--- config.mk ---
export PLATFORM = sky130hd
export DESIGN_NAME = m4rt_sum
export DESIGN_NICKNAME = d
export VERILOG_FILES = /design/src/design/matrix4x4_row_transform_assert.svh /design/src/design/m4rt_pkg.sv /design/src/design/m4rt_sum.sv
export SDC_FILE = /design/constraint.sdc
export NUM_CORES = 2
export LEC_CHECK = 0
export BUFFER_PORTS_ARGS = -buffer_cell sky130_fd_sc_hd__buf_2
export CAP_MARGIN = 20
export CORE_AREA = 2 2 497 499
export DETAILED_ROUTE_END_ITERATION = 10
export DIE_AREA = 0 0 499 501
export PLACE_DENSITY = 0.56
export SLEW_MARGIN = 5
export SYNTH_ARGS = -nofsm -noshare
export SYNTH_HDL_FRONTEND = slang
export SYNTH_SLANG_ARGS = --single-unit
--- constraint.sdc ---
create_clock -name clk -period 20.3 [get_ports clk]
set_clock_uncertainty 0.15 [all_clocks]
set_input_delay 4.06 -clock clk [delete_from_list [all_inputs] [get_ports clk]]
set_output_delay 4.06 -clock clk [all_outputs]
set_load 0.1 [all_outputs]
--- src/design/matrix4x4_row_transform_assert.svh ---
// Assertion macros for the 4x4 row transform block.
`ifndef MATRIX4X4_ROW_TRANSFORM_ASSERT_SVH
`define MATRIX4X4_ROW_TRANSFORM_ASSERT_SVH
`ifndef SYNTHESIS
// Same-cycle implication.
`define M4RT_ASSERT_IMP(lbl, clk, rst_n, ante, cons) \
	lbl: assert property (@(posedge clk) disable iff (!rst_n) (ante) |-> (cons)) \
		else $error("m4rt assertion failed");
// Next-cycle implication.
`define M4RT_ASSERT_NXT(lbl, clk, rst_n, ante, cons) \
	lbl: assert property (@(posedge clk) disable iff (!rst_n) (ante) |=> (cons)) \
		else $error("m4rt assertion failed");
`else
`define M4RT_ASSERT_IMP(lbl, clk, rst_n, ante, cons)
`define M4RT_ASSERT_NXT(lbl, clk, rst_n, ante, cons)
`endif
`endif

--- src/design/m4rt_pkg.sv ---
// Types and constants shared by the 4x4 row transform block.
package m4rt_pkg;

	localparam int DIM       = 4;
	localparam int ELEM_W    = 32;
	localparam int FRAC_BITS = 16;
	localparam int FIELD_W   = 32;
	localparam int SLOT_W    = 32;
	localparam int PROD_W    = 2 * ELEM_W;
	localparam int PAIR_W    = PROD_W + 1;
	localparam int SUM_W     = PROD_W + 2;
	localparam int N_CFG     = 8;
	localparam int CFG_W     = 64;
	localparam int CFG_IDX_W = $clog2(N_CFG);

	typedef logic signed [ELEM_W-1:0]  elem_t;
	typedef logic signed [FIELD_W-1:0] field_t;
	typedef logic signed [PROD_W-1:0]  prod_t;
	typedef logic signed [PAIR_W-1:0]  pair_t;
	typedef logic signed [SUM_W-1:0]   sum_t;
	typedef logic [CFG_W-1:0]          cfg_word_t;

	typedef elem_t elem_row_t [DIM];
	typedef elem_row_t elem_mat_t [DIM];
	typedef prod_t prod_row_t [DIM];
	typedef prod_row_t prod_mat_t [DIM];
	typedef pair_t pair_row_t [DIM/2];
	typedef pair_row_t pair_mat_t [DIM];
	typedef sum_t sum_row_t [DIM];
	typedef field_t field_row_t [DIM];

	localparam elem_t ELEM_MAX = elem_t'({1'b0, {(ELEM_W-1){1'b1}}});
	localparam elem_t ELEM_MIN = elem_t'({1'b1, {(ELEM_W-1){1'b0}}});
	localparam field_t FIELD_MAX = field_t'(ELEM_MAX);
	localparam field_t FIELD_MIN = field_t'(ELEM_MIN);

	localparam cfg_word_t ONE_Q = cfg_word_t'(1) << FRAC_BITS;

	// Identity on reset: the unit sits in the low slot for even columns, high for odd.
	localparam cfg_word_t CFG_RESET [N_CFG] = '{
		ONE_Q,
		cfg_word_t'(0),
		ONE_Q << SLOT_W,
		cfg_word_t'(0),
		cfg_word_t'(0),
		ONE_Q,
		cfg_word_t'(0),
		ONE_Q << SLOT_W
	};

endpackage

--- src/design/m4rt_sum.sv ---
// Adder tree: pair sums, then column sums, one level per stage.
module m4rt_sum (
	input  logic                clk,
	input  logic                arst_n,
	input  logic                in_valid,
	output logic                in_ready,
	input  m4rt_pkg::prod_mat_t prod_s1,
	output logic                out_valid,
	input  logic                out_ready,
	output m4rt_pkg::sum_row_t  sum_s3
);

	localparam int HALF = m4rt_pkg::DIM / 2;

	logic                v_s2;
	logic                v_s3;
	logic                rdy_s2;
	logic                rdy_s3;
	m4rt_pkg::pair_mat_t pair_s2;

	assign rdy_s3    = !v_s3 || out_ready;
	assign rdy_s2    = !v_s2 || rdy_s3;
	assign in_ready  = rdy_s2;
	assign out_valid = v_s3;

	always_ff @(posedge clk or negedge arst_n) begin
		if (!arst_n) begin
			v_s2 <= 1'b0;
			v_s3 <= 1'b0;
		end else begin
			if (rdy_s2) begin
				v_s2 <= in_valid;
			end
			if (rdy_s3) begin
				v_s3 <= v_s2;
			end
		end
	end

	always_ff @(posedge clk) begin
		if (in_valid && rdy_s2) begin
			for (int j = 0; j < m4rt_pkg::DIM; j++) begin
				for (int p = 0; p < HALF; p++) begin
					pair_s2[j][p] <= m4rt_pkg::PAIR_W'(prod_s1[j][2*p])
						+ m4rt_pkg::PAIR_W'(prod_s1[j][2*p+1]);
				end
			end
		end
	end

	always_ff @(posedge clk) begin
		if (v_s2 && rdy_s3) begin
			for (int j = 0; j < m4rt_pkg::DIM; j++) begin
				sum_s3[j] <= m4rt_pkg::SUM_W'(pair_s2[j][0])
					+ m4rt_pkg::SUM_W'(pair_s2[j][1]);
			end
		end
	end

endmodule

==> impl_metrics.json <==
{
  "status": "complete, no violations",
  "h-tree-depth": 3,
  "drv_slew": 0,
  "fmax_mhz": 112,
  "crit_type": "in -> out",
  "max_stage_delay_ns": 0.45,
  "min-delay-start": "v_s2",
  "rows": 182,
  "avgRoutedWirePerCell_um": 25.1,
  "ir_worst_vdd_mv": 0.0670,
  "setup_slack_ns": 11.36,
  "dieArea_sq_um": 250000,
  "design_area_sq_um": 80700,
  "rr_startpoint": "pair_s2[1][0]",
  "multi_input_area_sq_um": 42200,
  "slowest_stage": "buf_2",
  "vias_per_cell": 5.38,
  "cts_tree": "built",
  "grt_antenna_before_repair": 79,
  "grt_overflow": 0,
  "clkTransAtPathRegs_ns": 0.06,
  "areaGrowthSynthToFinish_pct": 19.0,
  "ys_ff_latch": 786,
  "met1_usage_pct": 26.8,
  "track_usage_pct": 22.6,
  "drive_gt1_share_pct": 18.3,
  "routed_wl_mm": 295,
  "drtPass1Iterations": 9,
  "drt_iter0_drc": 4948,
  "cts_sinks": 786,
  "async_flop_share_pct": 0.254,
  "r2r_cells": 14,
  "grt_pass1_vias": 62500,
  "min_path_type": "reg -> reg",
  "cp_common_cell": "buf_2",
  "regArea_sq_um": 23600,
  "cts_hold_buf": 0,
  "fin_tns_setup_ns": 0,
  "post-route-period-util_pct": 44.0,
  "yosysSeqAreaShare_pct": 34.8,
  "synth.cell_area_sq_um": 67800,
  "grt.busiest_layer": "met2",
  "met3_usage_pct": 3.67,
  "cts_resized": 0,
  "synthDistinctLibCells": 100,
  "critical_path_required_ns": 16.09,
  "rsz0062_at_grt": "no",
  "post_cts.repair.setup_buffers": 0,
  "ioPinCount": 1294,
  "port-buffer-count": 1293,
  "hold_depth": 1,
  "hpwl_mm": 254,
  "cp_cell_sequence": "buf_2 -> nand3b_1 -> buf_2",
  "setup_viol": 0,
  "dr_total_vias": 63300,
  "holdPathEnd": "out_valid",
  "relSlewSlack_pct": 26.5,
  "post_dp_cell_area_sq_um": 77300,
  "num-nets-final": 10200,
  "ys.flop_type": "edfxtp_1",
  "min_period_ns": 8.94,
  "yosys_warnings": 0,
  "synth_edf_count": 784,
  "core-area_sq_um": 245000,
  "syn_area_per_cell_sq_um": 9.27,
  "final.fill_count": 25400,
  "initial_core_util_pct": 27.7,
  "drc": 0,
  "regToRegSetupSlack_ns": 15.69,
  "p_leak_uw": 0.0345,
  "cts-root-buf": "clkbuf_16",
  "arrival_ns": 4.73,
  "crit_path_start_kind": "input pin",
  "final_util_pct": 32.9,
  "gp_congestion": 1.01,
  "clock_latency_ns": 0.75,
  "die_w_um": 499,
  "cap_violations": 0,
  "grt_util_met2_pct": 39.7,
  "powerDensity_nw_per_um2": 101,
  "finalPower_uw": 8150,
  "synth_fp_nets": 9122,
  "cp-end-kind": "output port",
  "hold_viol_final": 0,
  "ant_nets": 0,
  "grt_pass1_wl_mm": 419,
  "die_y_um": 501,
  "cts-buffers-inserted": 102,
  "worstMarginPinSlew_ns": 1.10,
  "pre_cts_ws_ns": 11.36,
  "timing.rr.end": "sum_s3[120]",
  "critPathMaxFanout": 3,
  "grt_max_degree": 158,
  "clock_tree.buffer_depth": 3,
  "synthCells": 7310
}
[stage by stage]
stage / hold slack (ns) / instances
after floorplan: 0.299 / 7310
after global placement: 0.339 / 11500
after detailed placement: 0.367 / 11500
after CTS: 0.372 / 11700
after global routing: 0.399 / 11700
final: 0.370 / 11800
[cell usage after synthesis, types with 12 or more instances]
master	instances	area (sq um)
a221o_1	15	150
xor2_1	236	2070
a211oi_1	72	541
a311oi_1	19	166
or3_1	33	206
nand2b_1	73	457
a31o_2	20	175
inv_1	239	897
o211ai_1	37	278
nor3_1	97	485
nor2b_1	73	457
a21o_1	484	3630
a21boi_0	33	248
and2_1	38	238
nand2_1	535	2010
or2_2	15	93.8
clkbuf_1	279	1050
edfxtp_1	784	23500
fa_1	12	240
ha_1	772	9660
a21oi_1	912	4560
nor4_1	27	169
nand4_1	212	1330
a211o_1	19	166
o21ai_0	424	2120
nor3b_1	18	135
a41oi_1	14	123
o2111ai_1	17	149
and4_1	22	193
o31a_1	16	140
o21a_1	96	721
o31ai_1	33	248
xnor2_1	478	4190
a221oi_1	18	158
o21bai_1	171	1280
nand3_1	149	746
o221ai_1	13	114
o21ai_1	28	140
and3_1	54	338
a31oi_1	87	544
nor2_1	432	1620
[sequential cells by signal (all words and copies together) (netlist names)]
register,flops
out_valid,1
pair_s2,520
sum_s3,264
v_s2,1
[layout by cell type, fill, tap and decap left out, types with 171 or more instances in the layout]
| master | count |
|---|---|
| xnor2_1 | 478 |
| ha_1 | 772 |
| nand4_1 | 212 |
| inv_1 | 239 |
| o21ai_0 | 424 |
| nand2_1 | 535 |
| xor2_1 | 236 |
| a21o_1 | 484 |
| edfxtp_1 | 784 |
| o21bai_1 | 171 |
| buf_2 | 1293 |
| a21oi_1 | 912 |
| nor2_1 | 432 |
[per-layer routing]
layer / wire, um / up-vias
met5: 231 / -
met3: 18700 / 495
met1: 118000 / 30400
li1: - / 29900
met2: 143000 / 2511
met4: 14900 / 36
[cell type report]
cell class,count,area share [%]
clock buffers,112,3.21
flip-flops and latches,786,29.3
well taps,3220,5.00
inverters,239,1.11
repair buffers,1304,8.16
clock inverters,78,0.850
diodes,39,0.121
multi-input cells,5990,52.3
[how the worst max path moves through the flow]
stage,startpoint,end,depth (start not counted)
global placement,out_ready,in_ready,3
floorplan,out_ready,pair_s2[0][0],2
detailed placement,out_ready,in_ready,3
finish,out_ready,in_ready,3
global route,out_ready,in_ready,3
CTS,out_ready,in_ready,3
[power breakdown]
group / leakage [uW] / internal [uW] / total [uW] / switching (uW)
combinational: 0.0254 / 1120 / 3950 / 2830
sequential: 0.00755 / 2240 / 2410 / 168
clock: 0.00158 / 1020 / 1790 / 771
[logic make-up (layout without fill, tap and decap cells)]
logic type               count (synthesis)  count (layout)  share of synthesized area (%)
XOR/XNOR                               714             714                           9.23
other                                    0              39                              0
AO/OA/AOI/OAI                         2666            2666                           25.3
buffers and inverters                  534            1733                           2.98
AND/OR/NAND/NOR                       1819            1819                           13.0
flip-flops                             786             786                           34.8
adder cells (fa/ha/maj)                784             784                           14.6
multiplexers                             7               7                          0.109
[worst max-delay path, delay by kind of cell]
kind          cells  cell delay, ns
simple gates      1            0.14
buf+inv           2            0.53
(Power assumes the default switching activity.)
