**src/design/matrix4x4_row_transform_assert.svh**
```systemverilog
// Assertion macros for the 4x4 row transform block.
`ifndef MATRIX4X4_ROW_TRANSFORM_ASSERT_SVH
`define MATRIX4X4_ROW_TRANSFORM_ASSERT_SVH
`ifndef SYNTHESIS
// Same-cycle implication.
`define M4RT_ASSERT_IMP(lbl, clk, rst_n, ante, cons) \
	lbl: assert property (@(posedge clk) disable iff (!rst_n) (ante) |-> (cons)) \
		else $error("m4rt assertion failed");
// Next-cycle implication.
`define M4RT_ASSERT_NXT(lbl, clk, rst_n, ante, cons) \
	lbl: assert property (@(posedge clk) disable iff (!rst_n) (ante) |=> (cons)) \
		else $error("m4rt assertion failed");
`else
`define M4RT_ASSERT_IMP(lbl, clk, rst_n, ante, cons)
`define M4RT_ASSERT_NXT(lbl, clk, rst_n, ante, cons)
`endif
`endif

```
**src/design/m4rt_pkg.sv**
```systemverilog
// Types and constants shared by the 4x4 row transform block.
package m4rt_pkg;

	localparam int DIM       = 4;
	localparam int ELEM_W    = 32;
	localparam int FRAC_BITS = 16;
	localparam int FIELD_W   = 32;
	localparam int SLOT_W    = 32;
	localparam int PROD_W    = 2 * ELEM_W;
	localparam int PAIR_W    = PROD_W + 1;
	localparam int SUM_W     = PROD_W + 2;
	localparam int N_CFG     = 8;
	localparam int CFG_W     = 64;
	localparam int CFG_IDX_W = $clog2(N_CFG);

	typedef logic signed [ELEM_W-1:0]  elem_t;
	typedef logic signed [FIELD_W-1:0] field_t;
	typedef logic signed [PROD_W-1:0]  prod_t;
	typedef logic signed [PAIR_W-1:0]  pair_t;
	typedef logic signed [SUM_W-1:0]   sum_t;
	typedef logic [CFG_W-1:0]          cfg_word_t;

	typedef elem_t elem_row_t [DIM];
	typedef elem_row_t elem_mat_t [DIM];
	typedef prod_t prod_row_t [DIM];
	typedef prod_row_t prod_mat_t [DIM];
	typedef pair_t pair_row_t [DIM/2];
	typedef pair_row_t pair_mat_t [DIM];
	typedef sum_t sum_row_t [DIM];
	typedef field_t field_row_t [DIM];

	localparam elem_t ELEM_MAX = elem_t'({1'b0, {(ELEM_W-1){1'b1}}});
	localparam elem_t ELEM_MIN = elem_t'({1'b1, {(ELEM_W-1){1'b0}}});
	localparam field_t FIELD_MAX = field_t'(ELEM_MAX);
	localparam field_t FIELD_MIN = field_t'(ELEM_MIN);

	localparam cfg_word_t ONE_Q = cfg_word_t'(1) << FRAC_BITS;

	// Identity on reset: the unit sits in the low slot for even columns, high for odd.
	localparam cfg_word_t CFG_RESET [N_CFG] = '{
		ONE_Q,
		cfg_word_t'(0),
		ONE_Q << SLOT_W,
		cfg_word_t'(0),
		cfg_word_t'(0),
		ONE_Q,
		cfg_word_t'(0),
		ONE_Q << SLOT_W
	};

endpackage

```
**src/design/m4rt_sat.sv**
```systemverilog
// Output stage: floor shift, clip to element range, registered result word.
module m4rt_sat (
	input  logic                 clk,
	input  logic                 arst_n,
	input  logic                 in_valid,
	output logic                 in_ready,
	input  m4rt_pkg::sum_row_t   sum_s3,
	output logic                 out_valid,
	input  logic                 out_ready,
	output m4rt_pkg::field_row_t res_s4,
	output logic                 sat_s4
);

	localparam int TOP_W = m4rt_pkg::SUM_W - m4rt_pkg::ELEM_W + 1;

	logic                 v_s4;
	m4rt_pkg::sum_t       shifted [m4rt_pkg::DIM];
	logic [m4rt_pkg::DIM-1:0] clip;
	m4rt_pkg::field_row_t res_d;

	assign in_ready  = !v_s4 || out_ready;
	assign out_valid = v_s4;

	always_comb begin
		for (int j = 0; j < m4rt_pkg::DIM; j++) begin
			shifted[j] = sum_s3[j] >>> m4rt_pkg::FRAC_BITS;
			// fits only if every bit above the element's sign matches it
			clip[j] = shifted[j][m4rt_pkg::SUM_W-1 -: TOP_W]
				!= {TOP_W{shifted[j][m4rt_pkg::SUM_W-1]}};
			if (!clip[j]) begin
				res_d[j] = m4rt_pkg::FIELD_W'(m4rt_pkg::elem_t'(
					shifted[j][m4rt_pkg::ELEM_W-1:0]));
			end else if (shifted[j][m4rt_pkg::SUM_W-1]) begin
				res_d[j] = m4rt_pkg::FIELD_MIN;
			end else begin
				res_d[j] = m4rt_pkg::FIELD_MAX;
			end
		end
	end

	always_ff @(posedge clk or negedge arst_n) begin
		if (!arst_n) begin
			v_s4 <= 1'b0;
		end else if (in_ready) begin
			v_s4 <= in_valid;
		end
	end

	always_ff @(posedge clk) begin
		if (in_valid && in_ready) begin
			res_s4 <= res_d;
			sat_s4 <= |clip;
		end
	end

endmodule

```
**config.mk**
```make
export PLATFORM = sky130hd
export DESIGN_NAME = m4rt_sat
export DESIGN_NICKNAME = d
export VERILOG_FILES = /design/src/design/matrix4x4_row_transform_assert.svh /design/src/design/m4rt_pkg.sv /design/src/design/m4rt_sat.sv
export SDC_FILE = /design/constraint.sdc
export NUM_CORES = 1
export LEC_CHECK = 0
export ABC_CLOCK_PERIOD_IN_PS = 5700
export BUFFER_PORTS_ARGS = -buffer_cell sky130_fd_sc_hd__buf_2
export CAP_MARGIN = 5
export CORE_AREA = 2 2 157 159
export CTS_CLUSTER_SIZE = 12
export DETAILED_ROUTE_END_ITERATION = 12
export DIE_AREA = 0 0 159 161
export GPL_TIMING_DRIVEN = 0
export MAX_ROUTING_LAYER = met4
export SLEW_MARGIN = 20
export SYNTH_ARGS = -nofsm -noshare
export SYNTH_HDL_FRONTEND = slang
export SYNTH_SLANG_ARGS = --single-unit
export TNS_END_PERCENT = 5
```
**constraint.sdc**
```tcl
create_clock -name clk -period 5.7 [get_ports clk]
set_clock_uncertainty 0.2 [all_clocks]
set_input_delay 0.285 -clock clk [delete_from_list [all_inputs] [get_ports clk]]
set_output_delay 0.285 -clock clk [all_outputs]
set_load 0.01 [all_outputs]
```
==> flow_metrics.env, run 1 <==
export IMPL_netlist_area_mm2=0.006302
export IMPL_overflow=0
export IMPL_cts_buffers=17
export IMPL_avgRoutedWirePerCell_um=14.59
export IMPL_hold_path_class="in2reg"
export IMPL_cellPowerDensity_mw_per_mm2=274.2
export IMPL_syn_nets=750
export IMPL_worstPathArrival_ns=2.32
export IMPL_critPathCaptureType="flop"
export IMPL_synth_xor_area_share_pct=0
export IMPL_p_comb_share_pct=10.7
export IMPL_finalMaxSlewViolations=0
export IMPL_yosysSeqAreaShare_pct=61.86
export IMPL_synth_avg_cell_area_um2=13.08
export IMPL_muxShareOfSynthArea_pct=19.69
export IMPL_filler_cell_count=2387
export IMPL_finalSetupViolations=0
export IMPL_synth_top_family_by_area="multiplexers"
export IMPL_rsz0062_at_grt="no"
export IMPL_multi_input_area_mm2=0.001704
export IMPL_ioPinCount=399
export IMPL_via_count=4989
export IMPL_cts_hold_buf=32
export IMPL_synth_area_leaders="edfxtp_1 (61%), mux2i_1 (20%), inv_1 (7.4%)"
export IMPL_io_buffers=330
export IMPL_grt_max_degree=53
export IMPL_synth_seq_cells=130
export IMPL_synth_largest_area_cell="edfxtp_1"
export IMPL_synthTopCellsByCount="edfxtp_1 (129), inv_1 (124), mux2i_1 (124)"
export IMPL_viasPerCell=4.137
export IMPL_path_clk_slew_ns=0.06
export IMPL_crit_fanout=10
export IMPL_grt_pass1_wl_um=27120
export IMPL_grt_pass1_vias=5145
export IMPL_cap_violations=0
export IMPL_dp_hpwl_um=13050
export IMPL_start_kind="primary input"
export IMPL_switching_power_mw=0.5910
export IMPL_power_total_mw=2.566
export IMPL_outcome="complete, no violations"
export IMPL_postRouteAntennaNets=0
export IMPL_gp_congestion=0.7443
export IMPL_irDropWorstVdd_uv=180.1
export IMPL_p_leak_nw=4.033
export IMPL_detail_route_iter0_violations=211
export IMPL_synth_fa_ha_area_share_pct=0
export IMPL_postCtsSetupBuffers=0
export IMPL_synth_enable_flop_cells=129
export IMPL_core_mm2=0.02396
export IMPL_path_class="in2reg"
export IMPL_ys_async_sr_fraction_pct=0.7692
export IMPL_synth_cell_type_count=18
export IMPL_drc=0
export IMPL_cts_sinks=130
export IMPL_die_area_mm2=0.02560
export IMPL_grt_usage_pct=13.95
export IMPL_drive_above_1_share_pct=43.51
export IMPL_firstDrtPassIters=4
export IMPL_fmax_mhz=437.9
export IMPL_maxSlewHeadroom_pct=61.50
export IMPL_tightest_slew_ns=0.5775
export IMPL_start_util_pct=26.30
export IMPL_finalHoldViolations=0
export IMPL_die_w_um=159
export IMPL_cp_required_ns=5.74
export IMPL_synth_compound_area_share_pct=1.350
export IMPL_switching_share_pct=23.04
export IMPL_yosys_most_used_dff="edfxtp_1"
export IMPL_rows=57
export IMPL_fin_crit_sh_pct=40.06
export IMPL_die_y_um=161
export IMPL_cts_tree="yes"
export IMPL_fin_setup_tns_ns=0
export IMPL_synth_simple_area_share_pct=5.956
export IMPL_internal_power_mw=1.975
export IMPL_synth_top_area_share_pct=61.47
export IMPL_regArea_mm2=0.003899
export IMPL_seq_power_share_pct=43.9
export IMPL_ys_warn_count=0
export IMPL_syn2layout_area_growth_pct=48.48
export IMPL_cts_root_buffer="clkbuf_16"
export IMPL_synthCells=482
export IMPL_htreeDepth=4
export IMPL_antenna_found_initial=4
export IMPL_final_util_pct=39.05
export IMPL_routed_wl_um=17590
export IMPL_power_frac_clock_pct=45.4
export IMPL_synth_most_common_cell="edfxtp_1"
export IMPL_insertion_delay_ns=0.41
export IMPL_cts_buffer_depth=2
export IMPL_fin_nets=1133
export IMPL_period_minus_slack_ns=2.283
export IMPL_postCtsResizedCells=0
[flip-flops by register name (all words and copies together) (netlist names)]
register   flops
sat_s4         1
out_valid      1
res_s4       128
[kinds of logic (layout without fill, tap and decap cells)]
group           Yosys count  count (layout)
other cells               0               4
compound gates            4               4
mux                     124             124
simple gates             68              68
flops                   130             130
buf+inv                 156             552
[worst paths after layout]
path	from	end	slack (ns)	depth (start not counted)
hold reg to reg	out_valid$_DFFE_PN0N_	res_s4[100]$_DFFE_PP_	0.83	2
setup / recovery	sum_s3[131]	res_s4[56]$_DFFE_PP_	3.42	7
setup reg to reg	out_valid$_DFFE_PN0N_	res_s4[90]$_DFFE_PP_	3.75	3
max in group asynchronous	arst_n	out_valid$_DFFE_PN0N_	4.68	3
min in group asynchronous	arst_n	out_valid$_DFFE_PN0N_	0.52	3
hold / removal	sum_s3[16]	res_s4[0]$_DFFE_PP_	0.01	3
[power by group through the flow]
stage	Combinational, mW	Clock (mW)	Sequential (mW)
global placement	0.251	0	1.16
floorplan	0.0759	0	1.18
CTS	0.279	1.20	1.13
finish	0.275	1.16	1.13
detailed placement	0.262	0	1.15
global route	0.305	1.23	1.13
[worst max-delay path: stages]
cell and delay (ns):
dlygate4sd3_1 0.54, buf_4 0.17, nor4_1 0.31, nand3_1 0.18
a22oi_4 0.34, buf_6 0.23, mux2i_1 0.26
[layout by cell type, fill, tap and decap left out, types with 5 or more instances in the layout]
master / count
clkbuf_16: 17
clkbuf_1: 17
buf_6: 9
dlygate4sd3_1: 32
nand3_1: 16
edfxtp_1: 129
nor3_1: 8
nand4_1: 13
clkinv_4: 5
nor4_1: 12
buf_2: 330
or3_1: 8
inv_1: 124
mux2i_1: 124
[cell type report]
| class | count | area share [%] |
|---|---|---|
| Tap cell | 324 | 4.332 |
| Clock buffer | 18 | 4.586 |
| Inverter | 124 | 4.974 |
| Multi-Input combinational cell | 196 | 18.21 |
| Antenna cell | 4 | 0.1070 |
| Timing Repair Buffer | 364 | 21.58 |
| Clock inverter | 14 | 2.019 |
| Sequential cell | 130 | 41.66 |
| Buffer | 32 | 2.527 |
[stage by stage]
| step | instances | worst slack [ns] | hold slack (ns) | area [um2] |
|---|---|---|---|---|
| floorplan | 482 | 1.427 | -0.2106 | 6302 |
| global placement | 1136 | -0.1124 | -0.1392 | 8359 |
| detailed placement | 1138 | 3.533 | -0.1385 | 8409 |
| CTS | 1202 | 3.424 | 0.0001548 | 9348 |
| global route | 1206 | 3.293 | 0.01084 | 9358 |
| finish | 1206 | 3.417 | 0.01428 | 9358 |
[layer usage]
metal	vias to the layer above	track usage, %	share of wire [%]
met1	2347	16.01	42
met4	0	3.678	0.97
met5	-	-	0
met2	199	24.09	51
li1	2432	-	-
met3	11	3.929	5.6
(Power assumes the default switching activity.)
==> run 2: changes to the inputs <==
- ABC_CLOCK_PERIOD_IN_PS: 5700 -> 2300
- clock period: 5.7 -> 2.3 ns (I/O delays scaled with it)
==> run 2 against run 1 <==
  * Design area grew 11%
  * Clock power grew 150%
  * Sequential share of layout area shrank 4.0 points
  * Sequential power grew 150%
  * Die area is the same
  * Hold slack gained 0.097 ns
  * Total power grew to 2.5 times the previous value
  * Non-clock buffer count grew 101
  * First-iteration DRC count shrank 6.2%
  * Worst setup slack lost 3.3 ns
  * Largest cell class unchanged
==> flow_metrics.env, run 2 (synthesis gave the netlist of run 1 again) <==
export IMPL_top_usage_layer="met2"
export IMPL_gp_congestion=0.7731
export IMPL_postCtsResizedCells=0
export IMPL_timing_final_ws_setup_ns=0.1659
export IMPL_instances_no_fill=1303
export IMPL_cp_cell_sequence="dlygate4sd3_1, buf_4, nor4_1, nand3_1, a22oi_4, buf_8, mux2i_1"
export IMPL_critPathCaptureType="flop"
export IMPL_grt_use_met3_pct=4.212
export IMPL_detail_route_iter0_violations=198
export IMPL_routed_wl_um=18820
export IMPL_irDropWorstVdd_uv=365.6
export IMPL_cpLargestDelayFamily="buffers and inverters"
export IMPL_rsz0062_at_grt="no"
export IMPL_gr_usage_met1_pct=17.21
export IMPL_finalSetupViolations=0
export IMPL_place_area_mm2=0.008422
export IMPL_start_util_pct=26.30
export IMPL_finalHoldViolations=0
export IMPL_finalMaxSlewViolations=0
export IMPL_io_buffers=330
export IMPL_die_area_mm2=0.02560
export IMPL_post_place_ws_ns=0.2825
export IMPL_postRouteAntennaNets=0
export IMPL_htreeDepth=4
export IMPL_via_count=5399
export IMPL_path_clk_slew_ns=0.07
export IMPL_grt_pass1_vias=5799
export IMPL_crit_fanout=10
export IMPL_final_util_pct=43.24
export IMPL_antenna_found_initial=0
export IMPL_tightest_slew_ns=0.5295
export IMPL_worstPathArrival_ns=2.16
export IMPL_ioPinCount=399
export IMPL_grt_pass1_wl_um=29900
export IMPL_slowest_stage="dlygate4sd3_1"
export IMPL_outcome="complete, no violations"
export IMPL_path_buf_inv=3
export IMPL_die_w_um=159
export IMPL_cts_hold_buf=132
export IMPL_firstDrtPassIters=4
export IMPL_grt_max_degree=42
export IMPL_drive_above_1_share_pct=39.12
export IMPL_final_area_mm2=0.01036
export IMPL_rows=57
export IMPL_syn2layout_area_growth_pct=64.40
export IMPL_use_met2_pct=26.26
export IMPL_num_antenna_cells=0
export IMPL_mostFrequentLayoutCells="buf_2 (330), dlygate4sd3_1 (132), edfxtp_1 (129)"
export IMPL_fin_setup_tns_ns=0
export IMPL_fmax_mhz=468.6
export IMPL_p_leak_nw=4.445
export IMPL_place_inst=1139
export IMPL_core_mm2=0.02396
export IMPL_largest_reg_flops=128
export IMPL_die_y_um=161
export IMPL_fin_nets=1234
export IMPL_period_minus_slack_ns=2.134
export IMPL_maxSlewHeadroom_pct=64.70
export IMPL_overflow=0
export IMPL_cts_buffer_depth=2
export IMPL_start_kind="primary input"
export IMPL_avgRoutedWirePerCell_um=14.44
export IMPL_insertion_delay_ns=0.40
export IMPL_path_class="in2reg"
export IMPL_cp_required_ns=2.32
export IMPL_drc=0
export IMPL_viasPerCell=4.144
export IMPL_fin_crit_sh_pct=92.79
export IMPL_cts_sinks=130
export IMPL_cts_tree="yes"
export IMPL_cap_violations=0
export IMPL_cts_root_buffer="clkbuf_16"
export IMPL_hold_path_class="in2reg"
export IMPL_filler_cell_count=2249
export IMPL_postCtsSetupBuffers=0
export IMPL_mostFrequentLayoutCell="buf_2"
export IMPL_cellPowerDensity_mw_per_mm2=626.5
export IMPL_cpPeakStageDelay_ns=0.55
export IMPL_dp_hpwl_um=12980
export IMPL_top_register="res_s4"
export IMPL_cts_buffers=17
export IMPL_grt_usage_pct=15.20
## run 2: cell count changes in the layout (fill, tap and decap cells not counted), sizes merged
| cell | change |
|---|---|
| buf | +1 |
| clkbuf | +1 |
| clkinv | -5 |
| clkinvlp | +3 |
| diode | -4 |
| dlygate4sd3 | +100 |
| inv | +1 |
## run 2: area by class of cell
class                      count  area [um2]  share of cell area, %
tap                          324       405.4                  3.913
clock buffer                  19       432.9                  4.178
inverter                     124       465.4                  4.492
multi-input combinational    196        1704                  16.45
buffer                        32       236.5                  2.282
sequential                   130        3899                  37.63
clock inverter                13       185.2                  1.787
timing repair buffer         465        3033                  29.27
## run 2: final timing paths
kind                                        from                    end  slack (ns)  cells past startpoint
max in group asynchronous                 arst_n  out_valid$_DFFE_PN0N_        1.47                      3
setup reg to reg           out_valid$_DFFE_PN0N_   res_s4[83]$_DFFE_PP_        0.30                      4
hold / removal                       sum_s3[128]   res_s4[33]$_DFFE_PP_        0.11                      5
hold reg to reg            out_valid$_DFFE_PN0N_  res_s4[101]$_DFFE_PP_        0.75                      2
min in group asynchronous                 arst_n  out_valid$_DFFE_PN0N_        0.33                      3
setup / recovery                      sum_s3[65]   res_s4[11]$_DFFE_PP_        0.17                      7
## run 2: tightest hold or removal path: stages
cell and delay (ns):
buf_2 0.09, nor2_1 0.04, nand3_1 0.10, a22oi_4 0.10, mux2i_1 0.16
## run 2: metrics by stage
step | total power, mW | hold WS, ns
global route | 6.779 | 0.1186
floorplan | 3.105 | -0.3806
detailed placement | 3.491 | -0.3092
finish | 6.491 | 0.1115
CTS | 6.581 | 0.09266
global placement | 3.468 | -0.3096
## run 2: where the power goes
group	total [mW]	switching (mW)	internal (mW)
Combinational	0.828	0.395	0.433
Sequential	2.79	0.0285	2.76
Clock	2.87	1.06	1.82
Total	6.49	1.48	5.01
## run 2: routing by layer
layer,wire (um),vias up
li1,-,2625
met1,7676,2530
met2,9600,223
met3,1205,21
met4,334,0
met5,0,-
==> run 3: changes to the inputs <==
- SETUP_SLACK_MARGIN: unset -> 0.5
==> run 3 against run 2 <==
  * Clock power down 8.0%
  * Global-route usage up 0.34 points
  * Via count up 0.13%
  * First-iteration DRC count up 16%
  * Wire length rose by 2.4%
  * Largest power group is now sequential cells
  * Highest routed layer unchanged
==> flow_metrics.env, run 3 (synthesis gave the netlist of run 1 again) <==
export IMPL_detail_route_iter0_violations=230
export IMPL_finalMaxSlewViolations=0
export IMPL_mostFrequentLayoutCell="buf_2"
export IMPL_postRouteAntennaNets=0
export IMPL_cts_sinks=130
export IMPL_min_from="sum_s3[194]"
export IMPL_routed_wl_um=19260
export IMPL_mostFrequentLayoutCells="buf_2 (330), dlygate4sd3_1 (132), edfxtp_1 (129)"
export IMPL_period_minus_slack_ns=1.734
export IMPL_die_area_mm2=0.02560
export IMPL_path_clk_slew_ns=0.06
export IMPL_fmax_mhz=576.6
export IMPL_power_total_mw=6.268
export IMPL_critPathCaptureType="flop"
export IMPL_num_antenna_cells=0
export IMPL_start_util_pct=26.30
export IMPL_drc=0
export IMPL_slowest_stage="dfrtp_1"
export IMPL_cp_cell_sequence="nand2b_1, and2_4, buf_16"
export IMPL_p_leak_nw=4.433
export IMPL_rows=57
export IMPL_cp_required_ns=2.18
export IMPL_path_class="reg2reg"
export IMPL_cpPeakStageDelay_ns=0.38
export IMPL_place_inst=1138
export IMPL_via_count=5406
export IMPL_avgRoutedWirePerCell_um=14.75
export IMPL_fin_crit_sh_pct=75.40
export IMPL_maxSlewHeadroom_pct=66.18
export IMPL_die_w_um=159
export IMPL_largest_reg_flops=128
export IMPL_htreeDepth=4
export IMPL_ioPinCount=399
export IMPL_reg2regPathDepth=3
export IMPL_finalSetupViolations=0
export IMPL_core_mm2=0.02396
export IMPL_crit_fanout=51
export IMPL_reg2reg_from="out_valid$_DFFE_PN0N_"
export IMPL_cts_buffer_depth=2
export IMPL_finalHoldViolations=0
export IMPL_grt_max_degree=52
export IMPL_dp_hpwl_um=12900
export IMPL_worstPathArrival_ns=1.62
export IMPL_rsz0062_at_grt="no"
export IMPL_firstDrtPassIters=6
export IMPL_syn2layout_area_growth_pct=63.95
export IMPL_irDropWorstVdd_uv=385.4
export IMPL_grt_pass1_vias=5720
export IMPL_die_y_um=161
export IMPL_cellPowerDensity_mw_per_mm2=606.6
export IMPL_top_register="res_s4"
export IMPL_overflow=0
export IMPL_rr_endpoint="res_s4[83]$_DFFE_PP_"
export IMPL_cts_root_buffer="clkbuf_16"
export IMPL_grt_usage_pct=15.55
export IMPL_antenna_found_initial=0
export IMPL_fin_setup_tns_ns=0
export IMPL_filler_cell_count=2288
export IMPL_outcome="complete, no violations"
export IMPL_whs_path_depth=5
export IMPL_start_kind="flop"
export IMPL_cap_violations=0
export IMPL_ff2ff_setup_slack_ns=0.57
export IMPL_io_buffers=330
export IMPL_drive_above_1_share_pct=39.31
export IMPL_instances_no_fill=1306
export IMPL_gp_congestion=0.7669
export IMPL_insertion_delay_ns=0.41
export IMPL_hold_path_class="in2reg"
export IMPL_viasPerCell=4.139
export IMPL_fin_nets=1237
export IMPL_grt_pass1_wl_um=30180
export IMPL_min_to="res_s4[65]$_DFFE_PP_"
export IMPL_cts_tree="yes"
export IMPL_cts_buffers=17
export IMPL_tightest_slew_ns=0.5072
[run 3: power by group]
part	leakage (nW)	switching, mW	internal [mW]
combinational	2.93	0.401	0.436
sequential	1.24	0.0303	2.76
clock	0.263	1.05	1.59
total	4.43	1.48	4.79
[run 3: what timing repair did]
item	in CTS	in global routing
hold buffers	132	0
gates resized for setup	0	1
setup endpoints to repair	88	21
gates cloned	2	0
endpoints found under the hold margin	130	0
buffers inserted	2	0
pin swaps	1	0
[run 3: metal layers]
layer	GRT usage [%]	wire length, um	up-vias
met5	-	0	-
met4	5.124	368	0
met3	3.929	1150	21
met2	27.06	9808	235
met1	17.55	7932	2515
li1	-	-	2635
[run 3: final cells by class]
class | count | area, um2 | area share (%)
multi-input combinational | 198 | 1720 | 16.65
sequential | 130 | 3899 | 37.73
clock inverter | 14 | 141.4 | 1.368
buffer | 32 | 236.5 | 2.289
inverter | 124 | 465.4 | 4.505
timing repair buffer | 466 | 3035 | 29.38
clock buffer | 18 | 429.2 | 4.154
tap | 324 | 405.4 | 3.923
[run 3: worst max-delay path: cells and delay by family (launching register included)]
family / cells / cell delay [ns]
AND/OR/NAND/NOR: 2 / 0.51
buffers and inverters: 1 / 0.26
flip-flops: 1 / 0.38
[run 3: worst max path at each step]
stage / from / to / slack (ns)
2_1_floorplan: out_valid$_DFFE_PN0N_ / res_s4[0]$_DFFE_PP_ / 0.14
3_3_place_gp: out_valid$_DFFE_PN0N_ / res_s4[85]$_DFFE_PP_ / -0.26
3_5_place_dp: sum_s3[65] / res_s4[15]$_DFFE_PP_ / 0.28
4_1_cts: out_valid$_DFFE_PN0N_ / res_s4[96]$_DFFE_PP_ / 0.48
5_1_grt: out_valid$_DFFE_PN0N_ / res_s4[82]$_DFFE_PP_ / 0.50
6_report: out_valid$_DFFE_PN0N_ / res_s4[83]$_DFFE_PP_ / 0.57
[run 3: per-stage QoR]
step	instance area, um2	util [%]	worst slack [ns]	hold slack [ns]
2_1_floorplan	6305	-	0.1396	-0.3806
3_3_place_gp	8362	34.89	-0.2610	-0.3095
3_5_place_dp	8409	35.09	0.2846	-0.3077
4_1_cts	10330	43.11	0.4813	0.08109
5_1_grt	10330	43.12	0.5045	0.1083
6_report	10330	43.12	0.5657	0.1034
